**src/hw/rtl/tkhv_pkg.sv**
```systemverilog
// shared types and constants for the tick/hash line validator
// word formats, status codes, character codes and result queue sizing
// no dependencies
package tkhv_pkg;

	localparam int MAX_LINE_BYTES = 64;
	localparam int LINE_LIMIT_CAP = 65536;
	localparam int HEX_DIGITS     = 16;
	localparam int TICK_MAX       = 65535;
	localparam int TICK_SAT       = 65536;

	localparam int LB_W     = 7;
	localparam int CNT_W    = 17;
	localparam int TICK_W   = 16;
	localparam int HASH_W   = 64;
	localparam int HEXCNT_W = 5;

	localparam int FIFO_DEPTH = 4;
	localparam int FIFO_PTR_W = $clog2(FIFO_DEPTH);
	localparam int FIFO_LVL_W = FIFO_PTR_W + 1;

	localparam logic KIND_LINE    = 1'b0;
	localparam logic KIND_VERDICT = 1'b1;

	localparam logic [7:0] CH_LF    = 8'h0a;
	localparam logic [7:0] CH_CR    = 8'h0d;
	localparam logic [7:0] CH_SPACE = 8'h20;
	localparam logic [7:0] CH_ZERO  = 8'h30;
	localparam logic [7:0] CH_NINE  = 8'h39;
	localparam logic [7:0] CH_A     = 8'h61;
	localparam logic [7:0] CH_F     = 8'h66;

	typedef enum logic [2:0] {
		ST_OK        = 3'd0,
		ST_MALFORMED = 3'd1,
		ST_SEQ_BREAK = 3'd2,
		ST_UNBOUNDED = 3'd3,
		ST_NO_LINES  = 3'd4
	} status_t;

	typedef struct packed {
		logic [7:0] byte_req;
		logic       end_of_stream;
	} in_word_t;

	typedef struct packed {
		logic              kind;
		status_t           status;
		logic [CNT_W-1:0]  line_number;
		logic [TICK_W-1:0] tick;
		logic [HASH_W-1:0] hash;
		logic              last;
	} out_word_t;

	// up to two results per input word, res0 first
	typedef struct packed {
		logic      valid0;
		logic      valid1;
		out_word_t res0;
		out_word_t res1;
	} res_push_t;

endpackage

```
**src/hw/rtl/tick_hash_line_validator.sv**
```systemverilog
// tick/hash line validator: checks "<tick> <16 hex digits>" lines of a byte stream
// input register, line parser and a four-entry result queue
// depends on tkhv_pkg, tkhv_parser, tkhv_result_fifo
//
// Input channel: one word per byte (byte_req) or an end-of-stream mark.
// Output channel: one word per completed line, plus a verdict word at end
// of stream; the last word caused by an input word has last set.
// Configuration: cfg_wr_en/cfg_wr_data write max_lines; the user must do this
// only while the block is idle; the block does not enforce it. Throughput: one
// input word per cycle while in_stall is low. A word is registered on acceptance
// and parsed once the result queue has room. An end-of-stream word with a pending
// line yields two results; they leave the queue one per cycle unless stalled.
// The parser moves only while the result queue has room for two words;
// when the receiver stalls, the queue fills and in_stall rises after the
// held word, so nothing is lost.
// Reset clears all stream state and the queue; max_lines returns to 65536.
module tick_hash_line_validator (
	input  logic                       clk,
	input  logic                       arst_n,
	input  logic                       in_valid,
	output logic                       in_stall,
	input  tkhv_pkg::in_word_t         in_data,
	output logic                       out_valid,
	input  logic                       out_stall,
	output tkhv_pkg::out_word_t        out_data,
	input  logic                       cfg_wr_en,
	input  logic [tkhv_pkg::CNT_W-1:0] cfg_wr_data
);
	import tkhv_pkg::*;

	logic                  valid_s1;
	in_word_t              word_s1;
	logic [CNT_W-1:0]      max_lines_q;
	logic                  advance;
	logic                  take;
	res_push_t             push;
	logic [FIFO_LVL_W-1:0] level;
	logic                  pop;

	assign advance  = level <= FIFO_LVL_W'(FIFO_DEPTH - 2);
	assign take     = valid_s1 && advance;
	assign in_stall = valid_s1 && !advance;
	assign out_valid = level != '0;
	assign pop      = out_valid && !out_stall;

	always_ff @(posedge clk or negedge arst_n) begin
		if (!arst_n) begin
			max_lines_q <= CNT_W'(LINE_LIMIT_CAP);
		end else if (cfg_wr_en) begin
			max_lines_q <= cfg_wr_data;
		end
	end

	always_ff @(posedge clk or negedge arst_n) begin
		if (!arst_n) begin
			valid_s1 <= 1'b0;
		end else if (in_valid && !in_stall) begin
			valid_s1 <= 1'b1;
		end else if (take) begin
			valid_s1 <= 1'b0;
		end
	end

	always_ff @(posedge clk) begin
		if (in_valid && !in_stall) begin
			word_s1 <= in_data;
		end
	end

	tkhv_parser u_parser (
		.clk       (clk),
		.arst_n    (arst_n),
		.max_lines (max_lines_q),
		.take      (take),
		.word      (word_s1),
		.push      (push)
	);

	tkhv_result_fifo u_fifo (
		.clk    (clk),
		.arst_n (arst_n),
		.push   (push),
		.pop    (pop),
		.head   (out_data),
		.level  (level)
	);

	// queue never overfills
	a_level_bound: assert property (@(posedge clk) disable iff (!arst_n)
		level <= FIFO_LVL_W'(FIFO_DEPTH))
		else $error("result queue overflow");

	// a verdict always closes its input word and carries no tick or hash
	a_verdict_form: assert property (@(posedge clk) disable iff (!arst_n)
		(out_valid && (out_data.kind == KIND_VERDICT)) |->
			(out_data.last && (out_data.tick == '0) && (out_data.hash == '0)))
		else $error("malformed verdict word");

	// a parsed word never pushes into a queue without room
	a_push_room: assert property (@(posedge clk) disable iff (!arst_n)
		(push.valid0 || push.valid1) |-> (take && (level <= FIFO_LVL_W'(FIFO_DEPTH - 2))))
		else $error("push without room");

endmodule

```
**src/hw/rtl/tkhv_parser.sv**
```systemverilog
// per-byte line parser and stream bookkeeping
// holds line and stream state, emits line results and the end-of-stream verdict
// depends on tkhv_pkg
module tkhv_parser (
	input  logic                       clk,
	input  logic                       arst_n,
	input  logic [tkhv_pkg::CNT_W-1:0] max_lines,
	input  logic                       take,
	input  tkhv_pkg::in_word_t         word,
	output tkhv_pkg::res_push_t        push
);
	import tkhv_pkg::*;

	typedef struct packed {
		logic [LB_W-1:0]     line_bytes;
		logic                in_hash_part;
		logic [CNT_W-1:0]    tick_accum;
		logic [1:0]          digit_count;
		logic                first_digit_zero;
		logic [HEXCNT_W-1:0] hex_count;
		logic [HASH_W-1:0]   hash_accum;
		logic                line_malformed;
		logic                cr_held;
	} line_state_t;

	line_state_t       line_q, line_n;
	logic [CNT_W-1:0]  line_count_q, line_count_n;
	logic              overflowed_q, overflowed_n;
	status_t           first_error_code_q, first_error_code_n;
	logic [TICK_W-1:0] first_error_line_q, first_error_line_n;

	logic [CNT_W-1:0]  lim;
	logic              fin_full;
	logic              fin_bad;
	status_t           fin_status;
	logic              fe_take;
	out_word_t         line_res;
	out_word_t         verdict;
	logic              do_fin;

	logic [7:0]        c;
	logic              is_dec;
	logic              is_hex;
	logic [3:0]        digit;
	logic [CNT_W+3:0]  tick_x10;

	assign c      = word.byte_req;
	assign is_dec = (c >= CH_ZERO) && (c <= CH_NINE);
	assign is_hex = (c >= CH_A) && (c <= CH_F);
	assign digit  = is_dec ? c[3:0] : (c[3:0] + 4'd9);
	assign tick_x10 = (CNT_W+4)'({line_q.tick_accum, 3'b000})
		+ (CNT_W+4)'({line_q.tick_accum, 1'b0}) + (CNT_W+4)'(c[3:0]);

	always_comb begin
		if (max_lines == '0) begin
			lim = CNT_W'(1);
		end else if (max_lines > CNT_W'(LINE_LIMIT_CAP)) begin
			lim = CNT_W'(LINE_LIMIT_CAP);
		end else begin
			lim = max_lines;
		end
	end

	// line completion: result for the pending line
	assign fin_full = line_count_q >= lim;
	assign fin_bad  = line_q.line_malformed || !line_q.in_hash_part
		|| (line_q.hex_count != HEXCNT_W'(HEX_DIGITS))
		|| (line_q.first_digit_zero && (line_q.digit_count >= 2'd2));
	assign fin_status = fin_bad ? ST_MALFORMED
		: ((line_q.tick_accum == line_count_q) ? ST_OK : ST_SEQ_BREAK);
	assign fe_take = (fin_status != ST_OK) && (first_error_code_q == ST_OK);

	always_comb begin
		line_res             = '0;
		line_res.kind        = KIND_LINE;
		line_res.status      = fin_status;
		line_res.line_number = line_count_q;
		if (!fin_bad) begin
			line_res.tick = (line_q.tick_accum > CNT_W'(TICK_MAX)) ? TICK_W'(TICK_MAX)
				: line_q.tick_accum[TICK_W-1:0];
			line_res.hash = line_q.hash_accum;
		end
	end

	always_comb begin
		line_n             = line_q;
		line_count_n       = line_count_q;
		overflowed_n       = overflowed_q;
		first_error_code_n = first_error_code_q;
		first_error_line_n = first_error_line_q;
		push               = '0;
		verdict            = '0;
		do_fin             = 1'b0;
		if (take) begin
			if (word.end_of_stream) begin
				do_fin = !overflowed_q && (line_q.line_bytes != '0);
				if (do_fin) begin
					if (fin_full) begin
						overflowed_n = 1'b1;
					end else begin
						push.valid0  = 1'b1;
						push.res0    = line_res;
						line_count_n = line_count_q + CNT_W'(1);
						if (fe_take) begin
							first_error_code_n = fin_status;
							first_error_line_n = line_count_q[TICK_W-1:0];
						end
					end
				end
				verdict.kind = KIND_VERDICT;
				verdict.last = 1'b1;
				if (overflowed_n) begin
					verdict.status      = ST_UNBOUNDED;
					verdict.line_number = line_count_n;
				end else if (line_count_n == '0) begin
					verdict.status = ST_NO_LINES;
				end else if (first_error_code_n != ST_OK) begin
					verdict.status      = first_error_code_n;
					verdict.line_number = CNT_W'(first_error_line_n);
				end else begin
					verdict.status      = ST_OK;
					verdict.line_number = line_count_n;
				end
				if (push.valid0) begin
					push.valid1 = 1'b1;
					push.res1   = verdict;
				end else begin
					push.valid0 = 1'b1;
					push.res0   = verdict;
				end
				// fresh stream after the verdict
				line_n             = '0;
				line_count_n       = '0;
				overflowed_n       = 1'b0;
				first_error_code_n = ST_OK;
				first_error_line_n = '0;
			end else if (!overflowed_q) begin
				if (c == CH_LF) begin
					if (fin_full) begin
						overflowed_n = 1'b1;
					end else begin
						push.valid0      = 1'b1;
						push.res0        = line_res;
						push.res0.last   = 1'b1;
						line_count_n     = line_count_q + CNT_W'(1);
						if (fe_take) begin
							first_error_code_n = fin_status;
							first_error_line_n = line_count_q[TICK_W-1:0];
						end
					end
					line_n = '0;
				end else if (line_q.line_bytes >= LB_W'(MAX_LINE_BYTES)) begin
					overflowed_n = 1'b1;
					line_n       = '0;
				end else begin
					line_n.line_bytes = line_q.line_bytes + LB_W'(1);
					// a held cr followed by more text is a stray cr
					if (line_q.cr_held) begin
						line_n.line_malformed = 1'b1;
					end
					line_n.cr_held = (c == CH_CR);
					if (c != CH_CR) begin
						if (!line_q.in_hash_part) begin
							if (c == CH_SPACE) begin
								if (line_q.digit_count == 2'd0) begin
									line_n.line_malformed = 1'b1;
								end
								line_n.in_hash_part = 1'b1;
							end else if (is_dec) begin
								if ((line_q.digit_count == 2'd0) && (c == CH_ZERO)) begin
									line_n.first_digit_zero = 1'b1;
								end
								if (line_q.digit_count < 2'd2) begin
									line_n.digit_count = line_q.digit_count + 2'd1;
								end
								line_n.tick_accum = (tick_x10 > (CNT_W+4)'(TICK_MAX))
									? CNT_W'(TICK_SAT) : tick_x10[CNT_W-1:0];
							end else begin
								line_n.line_malformed = 1'b1;
							end
						end else if (is_dec || is_hex) begin
							if (line_q.hex_count < HEXCNT_W'(HEX_DIGITS)) begin
								line_n.hash_accum = {line_q.hash_accum[HASH_W-5:0], digit};
							end
							if (line_q.hex_count <= HEXCNT_W'(HEX_DIGITS)) begin
								line_n.hex_count = line_q.hex_count + HEXCNT_W'(1);
							end
						end else begin
							line_n.line_malformed = 1'b1;
						end
					end
				end
			end
		end
	end

	always_ff @(posedge clk or negedge arst_n) begin
		if (!arst_n) begin
			line_q             <= '0;
			line_count_q       <= '0;
			overflowed_q       <= 1'b0;
			first_error_code_q <= ST_OK;
			first_error_line_q <= '0;
		end else begin
			line_q             <= line_n;
			line_count_q       <= line_count_n;
			overflowed_q       <= overflowed_n;
			first_error_code_q <= first_error_code_n;
			first_error_line_q <= first_error_line_n;
		end
	end

endmodule

```
**src/hw/rtl/tkhv_result_fifo.sv**
```systemverilog
// small result queue: takes up to two words a cycle, gives one
// the head entry drives the output channel directly
// depends on tkhv_pkg
module tkhv_result_fifo (
	input  logic                            clk,
	input  logic                            arst_n,
	input  tkhv_pkg::res_push_t             push,
	input  logic                            pop,
	output tkhv_pkg::out_word_t             head,
	output logic [tkhv_pkg::FIFO_LVL_W-1:0] level
);
	import tkhv_pkg::*;

	out_word_t             mem [FIFO_DEPTH];
	logic [FIFO_PTR_W-1:0] wr_ptr_q;
	logic [FIFO_PTR_W-1:0] rd_ptr_q;
	logic [FIFO_LVL_W-1:0] level_q;
	logic [FIFO_PTR_W-1:0] wr_ptr1;
	logic [FIFO_LVL_W-1:0] n_push;

	assign wr_ptr1 = wr_ptr_q + FIFO_PTR_W'(push.valid0);
	assign n_push  = FIFO_LVL_W'(push.valid0) + FIFO_LVL_W'(push.valid1);
	assign head    = mem[rd_ptr_q];
	assign level   = level_q;

	always_ff @(posedge clk) begin
		if (push.valid0) begin
			mem[wr_ptr_q] <= push.res0;
		end
		if (push.valid1) begin
			mem[wr_ptr1] <= push.res1;
		end
	end

	always_ff @(posedge clk or negedge arst_n) begin
		if (!arst_n) begin
			wr_ptr_q <= '0;
			rd_ptr_q <= '0;
			level_q  <= '0;
		end else begin
			wr_ptr_q <= wr_ptr_q + FIFO_PTR_W'(n_push);
			rd_ptr_q <= rd_ptr_q + FIFO_PTR_W'(pop);
			level_q  <= level_q + n_push - FIFO_LVL_W'(pop);
		end
	end

endmodule

```
**config.mk**
```make
export PLATFORM = sky130hd
export DESIGN_NAME = tick_hash_line_validator
export DESIGN_NICKNAME = d
export VERILOG_FILES = /design/src/hw/rtl/tkhv_pkg.sv /design/src/hw/rtl/tick_hash_line_validator.sv /design/src/hw/rtl/tkhv_parser.sv /design/src/hw/rtl/tkhv_result_fifo.sv
export SDC_FILE = /design/constraint.sdc
export NUM_CORES = 1
export LEC_CHECK = 0
export ABC_CLOCK_PERIOD_IN_PS = 9900
export BUFFER_PORTS_ARGS = -buffer_cell sky130_fd_sc_hd__buf_2
export CAP_MARGIN = 0
export CELL_PAD_IN_SITES_DETAIL_PLACEMENT = 0
export CELL_PAD_IN_SITES_GLOBAL_PLACEMENT = 1
export CORE_UTILIZATION = 45
export DETAILED_ROUTE_END_ITERATION = 12
export PLACE_DENSITY_LB_ADDON = 0.1
export RECOVER_POWER = 25
export SETUP_SLACK_MARGIN = 0.4
export SYNTH_ARGS = -nofsm -noshare
export SYNTH_HDL_FRONTEND = slang
export SYNTH_SLANG_ARGS = --single-unit
```
**constraint.sdc**
```tcl
create_clock -name clk -period 9.9 [get_ports clk]
set_input_delay 1.98 -clock clk [delete_from_list [all_inputs] [get_ports clk]]
set_output_delay 1.98 -clock clk [all_outputs]
set_load 0.03 [all_outputs]
```
# ---- Word level (Yosys, flattened, before mapping)
# Memory sizes are Yosys's and may differ from the RTL's.
# Cells that the tools add are included.
dict set report totals {
  regBits 170
  ram_bits 408
  output_inout_bits 104
  memories 1
}
# name words word_bits rd rd_ports_with_merged_regs write_ports line
set memory_table {}
lappend memory_table {u_fifo.mem 4 102 1 0 2 tkhv_result_fifo.sv:14} ;# out_word_t mem [FIFO_DEPTH];
dict set report classes {
  addsub 13
  order_cmp 14
  n_eq_ne 10
  mux 88
  n_reduce_logical 45
}
# cell count
set op_table {}
lappend op_table {{two-way mux 102 bit} 7}
lappend op_table {{two-way mux 99 bit} 4}
lappend op_table {{two-way mux 206 bit} 1}
lappend op_table {{two-way mux 101 bit} 2}
lappend op_table {{two-way mux 17 bit} 11}
lappend op_table {{two-way mux 69 bit} 2}
lappend op_table {{two-way mux 16 bit} 7}
lappend op_table {{two-way mux 91 bit} 1}
lappend op_table {{two-way mux 20 bit} 4}
lappend op_table {{two-way mux 80 bit} 1}
lappend op_table {{two-way mux 64 bit} 1}
lappend op_table {{logical NOT 17 bit} 2}
lappend op_table {{two-way mux 1 bit} 32}
lappend op_table {{nonzero test 4 bit} 8}
lappend op_table {{two-way mux 3 bit} 10}
lappend op_table {{adder 20 x 18 -> 21 bit} 1}
lappend op_table {{adder 21 x 4 -> 21 bit} 1}
lappend op_table {{greater-than comparator 21 x 16 -> 1 bit, second input constant} 1}
lappend op_table {{two-way mux 21 bit} 1}
lappend op_table {{AND reduction 6 bit} 3}
lappend op_table {{adder 17 x 1 -> 17 bit, second input constant} 1}
lappend op_table {{== test 17 bit} 1}
lappend op_table {{greater-or-equal comparator 17 bit} 1}
lappend op_table {{greater-than comparator 17 x 16 -> 1 bit, second input constant} 1}
lappend op_table {{41 further kinds} 66}

# ---- Depth between registers and ports, before layout
# Gate-level depths: netlist of run 1.
dict set report logic_depth {
  ltp_word 22
  mapped_depth 19
  depth_no_buf 19
}

# ---- By module
# Synthesis of run 1 repeated with hierarchy kept, for this count alone.
dict set report unflattened {
  cells_unflattened 2389
  area_unflattened_um2 31800.5
}
# mod n_inst cells_each area_per_inst_um2 seq_area_each_um2
set by_module_without_submodules {}
lappend by_module_without_submodules {tkhv_result_fifo 1 1025 20216.9 12426.9}
lappend by_module_without_submodules {tkhv_parser 1 1310 10555.1 3403.3}
lappend by_module_without_submodules {tick_hash_line_validator 1 54 1028.5 721.9}

# ---- Least setup slack after synthesis of run 1
# No wires, ideal clock.
dict set report synth_timing {
  path_kind {reg-to-reg}
  start {register max_lines_q[2]}
  end {memory u_fifo.mem[1][0] (netlist name), enable pin}
  setup_ns 0.377
  t_arrival_ns 4.243
  required_ns 9.523
  setup_slack_ns 5.280
  path_stages_with_launch 19
  path_buffers 2
  synth_period_minus_slack_ns 4.620
  cell_sequence {dfrtp_1 > nor4_1 > nand4_1 > nand2_1 > nand2_1 > ha_1 > nand4_1 > nor4_2 > o221ai_2 > a41oi_2 > inv_1 > ha_1 > inv_1 > nor4_2 > or2_1 > a21boi_1 > clkbuf_1 > buf_2 > inv_1}
}
# element line
set synth_lines {}
lappend synth_lines {{from (decl)} tick_hash_line_validator.sv:33} ;# logic [CNT_W-1:0] max_lines_q;
lappend synth_lines {{from (signal assigned)} tick_hash_line_validator.sv:48} ;# max_lines_q <= CNT_W'(LINE_LIMIT_CAP);
lappend synth_lines {{from (signal assigned)} tick_hash_line_validator.sv:50} ;# max_lines_q <= cfg_wr_data;
lappend synth_lines {{to (decl)} tkhv_result_fifo.sv:14}

==> flow_summary.ini, run 1 <==
[finish]
nNetsFinal = 2360
drive_gt1_frac = 0.175
n_fill_cell = 5101
syn_to_final_growth_pct = 12.1
fin_cells = 3064
final_area_um2 = 29200
antenna_cells = 0

[critical_path]
criticalPathCategory = primary input to async pin
cp.arrival_ns = 7.15
start_kind = primary input
crit_fanout = 84
r2r_end = u_parser.line_q[41]
r2r_setup_slack_ns = 3.56
critPathRequiredTime_ns = 10.59
reg2reg_from = word_s1[2]
crit_path_end_kind = async pin
rr_worst_depth = 8

[synth]
yosysSeqAreaShare = 0.512
synth_xor_area_frac = 0.0148
synth-simple-area-share = 0.0796
synth_fa_ha_area_frac = 0.0354
synthesis.nets = 2334
synth_edf_count = 97
synthArstFlopShare = 0.279
synth_compound_area_frac = 0.223
synth_cell_types = 80
synth_area_leader_cell = dfxtp_1
synthTopCellsByCount = dfxtp_1, a32o_1, nand2_1
muxShareOfSynthArea = 0.0955
synth_warnings = 0
synth_top_area_share = 0.246
synth_ff_type = dfxtp_1
syn_inst = 2231
synth_top_family_by_area = compound AO/OA/AOI/OAI gates
ys_seq_elements = 578
post-synth-top-count-cell = dfxtp_1
syn_area_per_cell_um2 = 11.7
synth_area_leaders = dfxtp_1, dfrtp_1, edfxtp_1
netlist_area_um2 = 26100

[drt]
drc_errors = 0
postRouteAntennaNets = 0
wire_per_inst_um = 24.8
drt_wl_total_um = 76000
vias = 19600
vias_per_cell = 6.39
dr.pass1.iters = 5
drtIter0Drc = 1607

[global_route]
grt_start_max_net_pins = 193
grt_remaining_overflow = 0
antenna_found_initial = 0
grt_pass1_wl_um = 119000
grt_pass1_vias = 19600
track_usage = 0.257

[timing]
min_period_ns = 6.46
setup_viol = 0
max_slew_margin = -2.38
fmax_mhz = 155
rsz0062_at_grt = no
min_period_over_period = 0.652
tns_ns = 0
worst_slew_pin_slew_ns = 5.06
fin_skew_ns = 0.0270
slew_viol_final = 188
hold_violations = 0

[cts]
post_cts_buffers = 0
clk_pin_slew_worst_paths_ns = 0.06
cts_tree = yes
cts-root-buf = clkbuf_16
cts_hold_buffers = 0
h-tree-depth = 2
clockBufferDepth = 3
numCtsBuffers = 61
cts_sinks = 578
clk_latency_ns = 0.64
cts_resized = 0

[place]
place.gp.congestion = 0.834
dpl_cell_area_um2 = 27100
portBuffers = 134
post-dp-hpwl_um = 44900
dp_cells = 2950

[power]
p_total_mw = 7.07
irDropWorstVdd_mv = 0.212
p_leak_nw = 11.5
power.density_nw_per_um2 = 242

[floorplan]
boundaryPins = 135
die_h_um = 243
num_rows = 87
initial_core_util = 0.459
die_w_um = 243
core-area_um2 = 56800
fp.dieArea_um2 = 58900

[run_status]
failed_checks = capacitance limit, slew limit
status = finished with violations

[min_path]
min_from = u_fifo.mem[3][52]
hold_depth = 1
holdPathEnd = u_fifo.mem[3][52]
min_path_type = flop to flop

[run]
drv_cap = 2
==> worst max-delay path by stage <==
stage	from	end	slack, ns	cells after the start
after floorplan	max_lines_q[2]	u_fifo.mem[1][0]	5.28	18
after global placement	max_lines_q[10]	u_fifo.mem[1][85]	4.04	16
after detailed placement	max_lines_q[1]	u_fifo.mem[1][85]	3.96	16
after CTS	max_lines_q[1]	u_fifo.mem[1][97]	3.92	16
after global routing	arst_n	u_fifo.rd_ptr_q[0]	2.45	3
final	arst_n	u_fifo.rd_ptr_q[0]	3.44	3
==> state kept, by name (all words and copies together), names as in the netlist <==
name / cells
u_parser.line_q: 99
u_parser.line_count_q: 17
valid_s1: 1
u_parser.first_error_line_q: 16
u_fifo.rd_ptr_q: 2
u_fifo.mem: 408
u_parser.overflowed_q: 1
word_s1: 9
max_lines_q: 17
u_fifo.level: 3
u_parser.first_error_code_q: 3
u_fifo.wr_ptr_q: 2
==> final cells by class <==
type                       instances  area [µm²]  share of cell area
sequential                       578       13400               0.457
timing repair buffer             162         881              0.0302
multi-input combinational       1413       11700               0.401
inverter                          41         154             0.00527
clock inverter                    27         398              0.0136
tap                              756         946              0.0324
clock buffer                      87        1760              0.0601
==> kinds of logic (layout without fill, tap and decap cells) <==
family	Yosys count	after routing
adder cells (fa/ha/maj)	72	72
AO/OA/AOI/OAI	723	723
flip-flops	578	578
XOR/XNOR	44	44
AND/OR/NAND/NOR	455	455
multiplexers	119	119
buffers and inverters	240	317
==> layout by cell type (no fill, tap or decap), types with 17 or more instances in the layout <==
cell and n:
dfxtp_1 320, a32o_1 249, nand2_1 248, dfrtp_1 158
a22o_1 147, o21ai_0 127, buf_2 127, mux4_2 102
edfxtp_1 97, nor2_1 70, ha_1 69, clkbuf_16 62
a21oi_1 53, inv_1 38, nand3_1 29, xor2_1 26
buf_4 26, clkbuf_1 22, o21a_1 20, xnor2_1 18
a31oi_1 18, o21ai_1 17
==> where the power goes <==
part	internal [mW]	leakage, nW	switching (mW)	total [mW]
clock network	1.47	1.05	0.979	2.45
registers	2.55	5.65	0.173	2.72
logic	0.511	4.76	1.38	1.89
==> metal layers <==
metal  GRT usage  wire length (µm)  up-vias
met3      0.0325              4350       84
li1            -                 -     8770
met1       0.376             35500    10100
met2       0.402             34600      612
met4      0.0653              1470        0
met5           0                 0        -
==> metrics by stage <==
step	util	worst slack [ns]	hold WS [ns]
after floorplan	-	5.28	0.437
after global placement	0.477	4.04	0.441
after detailed placement	0.477	3.96	0.449
after CTS	0.515	3.92	0.463
after global routing	0.514	2.45	0.472
final	0.514	3.44	0.459
==> critical path, stage by stage <==
cell and delay (ns):
clkbuf_1 3.48, buf_4 0.97, buf_4 0.58
No activity file was read; power rests on OpenSTA's default activity.
==> inputs of run 2 (changes only) <==
Settings changed: ABC_CLOCK_PERIOD_IN_PS 9900 to 5500.
Clock period 9.9 ns to 5.5 ns, I/O delays scaled along.
==> run 2 against run 1 <==
  * The run still ends with capacitance limit, slew limit left
  * Largest cell class unchanged
  * Non-clock buffer count is 34 higher
  * Largest power group unchanged
  * Count of clock-buffer cells in the layout unchanged
  * Sequential share of layout area down 0.60 points
  * Power rose by 82%
  * Final cell count grew 1.1%
  * Highest routed layer unchanged
==> flow_summary.ini, run 2 (synthesis gave the netlist of run 1 again) <==
[timing]
tns_ns = 0
slew_viol_final = 58
rsz0062_at_grt = no
hold_violations = 0
setup_viol = 0
fin_skew_ns = 0.0142
min_period_over_period = 0.881
min_period_ns = 4.85
hold_slack_ns = 0.459
fin_ws_ns = 0.654
worst_slew_pin_slew_ns = 3.39
fmax_mhz = 206
max_slew_margin = -1.26

[finish]
reg_top3 = u_fifo.mem x408, u_parser.line_q x99
multi_input_area_um2 = 11700
seq_area_um2 = 13400
drive_gt1_frac = 0.185
syn_to_final_growth_pct = 13.6
final_cell_mix = dfxtp_1, a32o_1, nand2_1, dfrtp_1, a22o_1
nNetsFinal = 2394
largest_reg_flops = 408
regMostFlops = u_fifo.mem
n_fill_cell = 5065
antenna_cells = 0
fin_cells = 3099
final_area_um2 = 29600
final_common_cell = dfxtp_1
post-route-util = 0.521

[floorplan]
die_w_um = 243
core-area_um2 = 56800
initial_core_util = 0.459
num_rows = 87
fp.dieArea_um2 = 58900
die_h_um = 243
boundaryPins = 135

[cts]
h-tree-depth = 2
cts_hold_buffers = 0
post_cts_buffers = 0
cts_tree = yes
cts_sinks = 578
clk_pin_slew_worst_paths_ns = 0.06
cts-root-buf = clkbuf_16
clk_latency_ns = 0.63
clockBufferDepth = 3
numCtsBuffers = 61

[drt]
vias_per_cell = 6.29
postRouteAntennaNets = 0
drc_errors = 0
dr.pass1.iters = 7
wire_per_inst_um = 24.4
drt_wl_total_um = 75800
vias = 19500
drtIter0Drc = 1695

[critical_path]
start_kind = flop
slowest_delay_ns = 0.44
path_delay_family = simple AND/OR/NAND/NOR gates
cpMostUsedCell = inv_1
rr_worst_depth = 17
crit_start = max_lines_q[10]
cp_cell_sequence = nor4_1 > nand4_1 > nand2_1 > nand2_1 > ha_1 > nand4_1 > nor4_2 > o221ai_2 > a41oi_2 > inv_1 > ha_1 > inv_1 > nor4_4 > or2_1 > a21oi_4 > inv_1 > buf_4
crit_slowest_cell = nor4_4
critPathRequiredTime_ns = 5.79
crit_path_end_kind = flop
r2r_end = u_fifo.mem[3][83]
reg2reg_from = max_lines_q[10]
cp_num_buf_inv = 4
criticalPathCategory = flop to flop
cp.arrival_ns = 5.14
crit_fanout = 22
r2r_setup_slack_ns = 0.65

[min_path]
hold_depth = 1
holdPathEnd = u_fifo.mem[1][14]
min_path_type = flop to flop
min_from = u_fifo.mem[1][14]

[power]
p_total_mw = 12.9
p_sw_frac = 0.356
power.density_nw_per_um2 = 435
seqPwrFrac = 0.385
pwr-share-comb = 0.271
clockPowerShare = 0.344
switchingPower_mw = 4.58
p_leak_nw = 11.7
irDropWorstVdd_mv = 0.378
intPower_mw = 8.29

[place]
portBuffers = 134
dpl_cell_area_um2 = 27500
pre_cts_ws_ns = 0.559
dp_cells = 2984
place.gp.congestion = 0.855
post-dp-hpwl_um = 45200

[global_route]
grt_pass1_wl_um = 119000
grt_remaining_overflow = 0
track_usage = 0.258
grt_pass1_vias = 19600
antenna_found_initial = 0
grt_start_max_net_pins = 113

[run_status]
status = finished with violations
failed_checks = capacitance limit, slew limit

[run]
drv_cap = 1
## run 2: changes by cell type in the layout (fill, tap and decap cells not counted), moves of 2 or more
cell,before,now
buf_2,127,122
buf_4,26,50
clkinv_2,9,11
clkbuf_1,22,30
buf_12,1,11
clkbuf_8,11,8
## run 2: worst max-delay path by stage
stage          cells past startpoint                 to  slack, ns
2_1_floorplan                     18   u_fifo.mem[1][0]       0.88
3_3_place_gp                      17  u_fifo.mem[3][89]       0.69
3_5_place_dp                      17  u_fifo.mem[3][89]       0.56
4_1_cts                           17  u_fifo.mem[3][88]       0.52
5_1_grt                           17  u_fifo.mem[3][88]       0.31
6_report                          17  u_fifo.mem[3][83]       0.65
## run 2: routing by layer
metal	vias to the layer above	routed length (µm)	track usage
li1	8831	-	-
met1	9902	34500	0.366
met2	669	35000	0.411
met3	103	4790	0.0394
met4	0	1490	0.0690
met5	-	0	0
## run 2: final cells by class
class	instances	area share
Sequential cell	578	0.451
Multi-Input combinational cell	1413	0.397
Clock buffer	87	0.0583
Timing Repair Buffer	196	0.0424
Tap cell	756	0.0320
Clock inverter	28	0.0143
Inverter	41	0.00520
## run 2: worst register-to-register path: stages, from the launching register on
cell,delay (ns)
dfrtp_1,0.39
nor4_1,0.38
nand4_1,0.18
nand2_1,0.28
nand2_1,0.11
ha_1,0.34
nand4_1,0.15
nor4_2,0.33
o221ai_2,0.19
a41oi_2,0.29
inv_1,0.14
ha_1,0.38
inv_1,0.10
nor4_4,0.45
or2_1,0.28
a21oi_4,0.10
inv_1,0.08
buf_4,0.33
## run 2: what timing repair did
action                     CTS  global route
setup endpoints to repair    0           262
gates resized for setup      0             2
hold endpoints to repair     0             0
## run 2: power groups by stage
stage / clock (mW) / combinational (mW) / sequential (mW)
detailed placement: 0 / 3.50 / 5.04
CTS: 4.52 / 3.50 / 4.95
global route: 4.70 / 3.73 / 5.00
global placement: 0 / 3.48 / 5.03
finish: 4.43 / 3.49 / 4.95
floorplan: 0 / 2.56 / 4.79
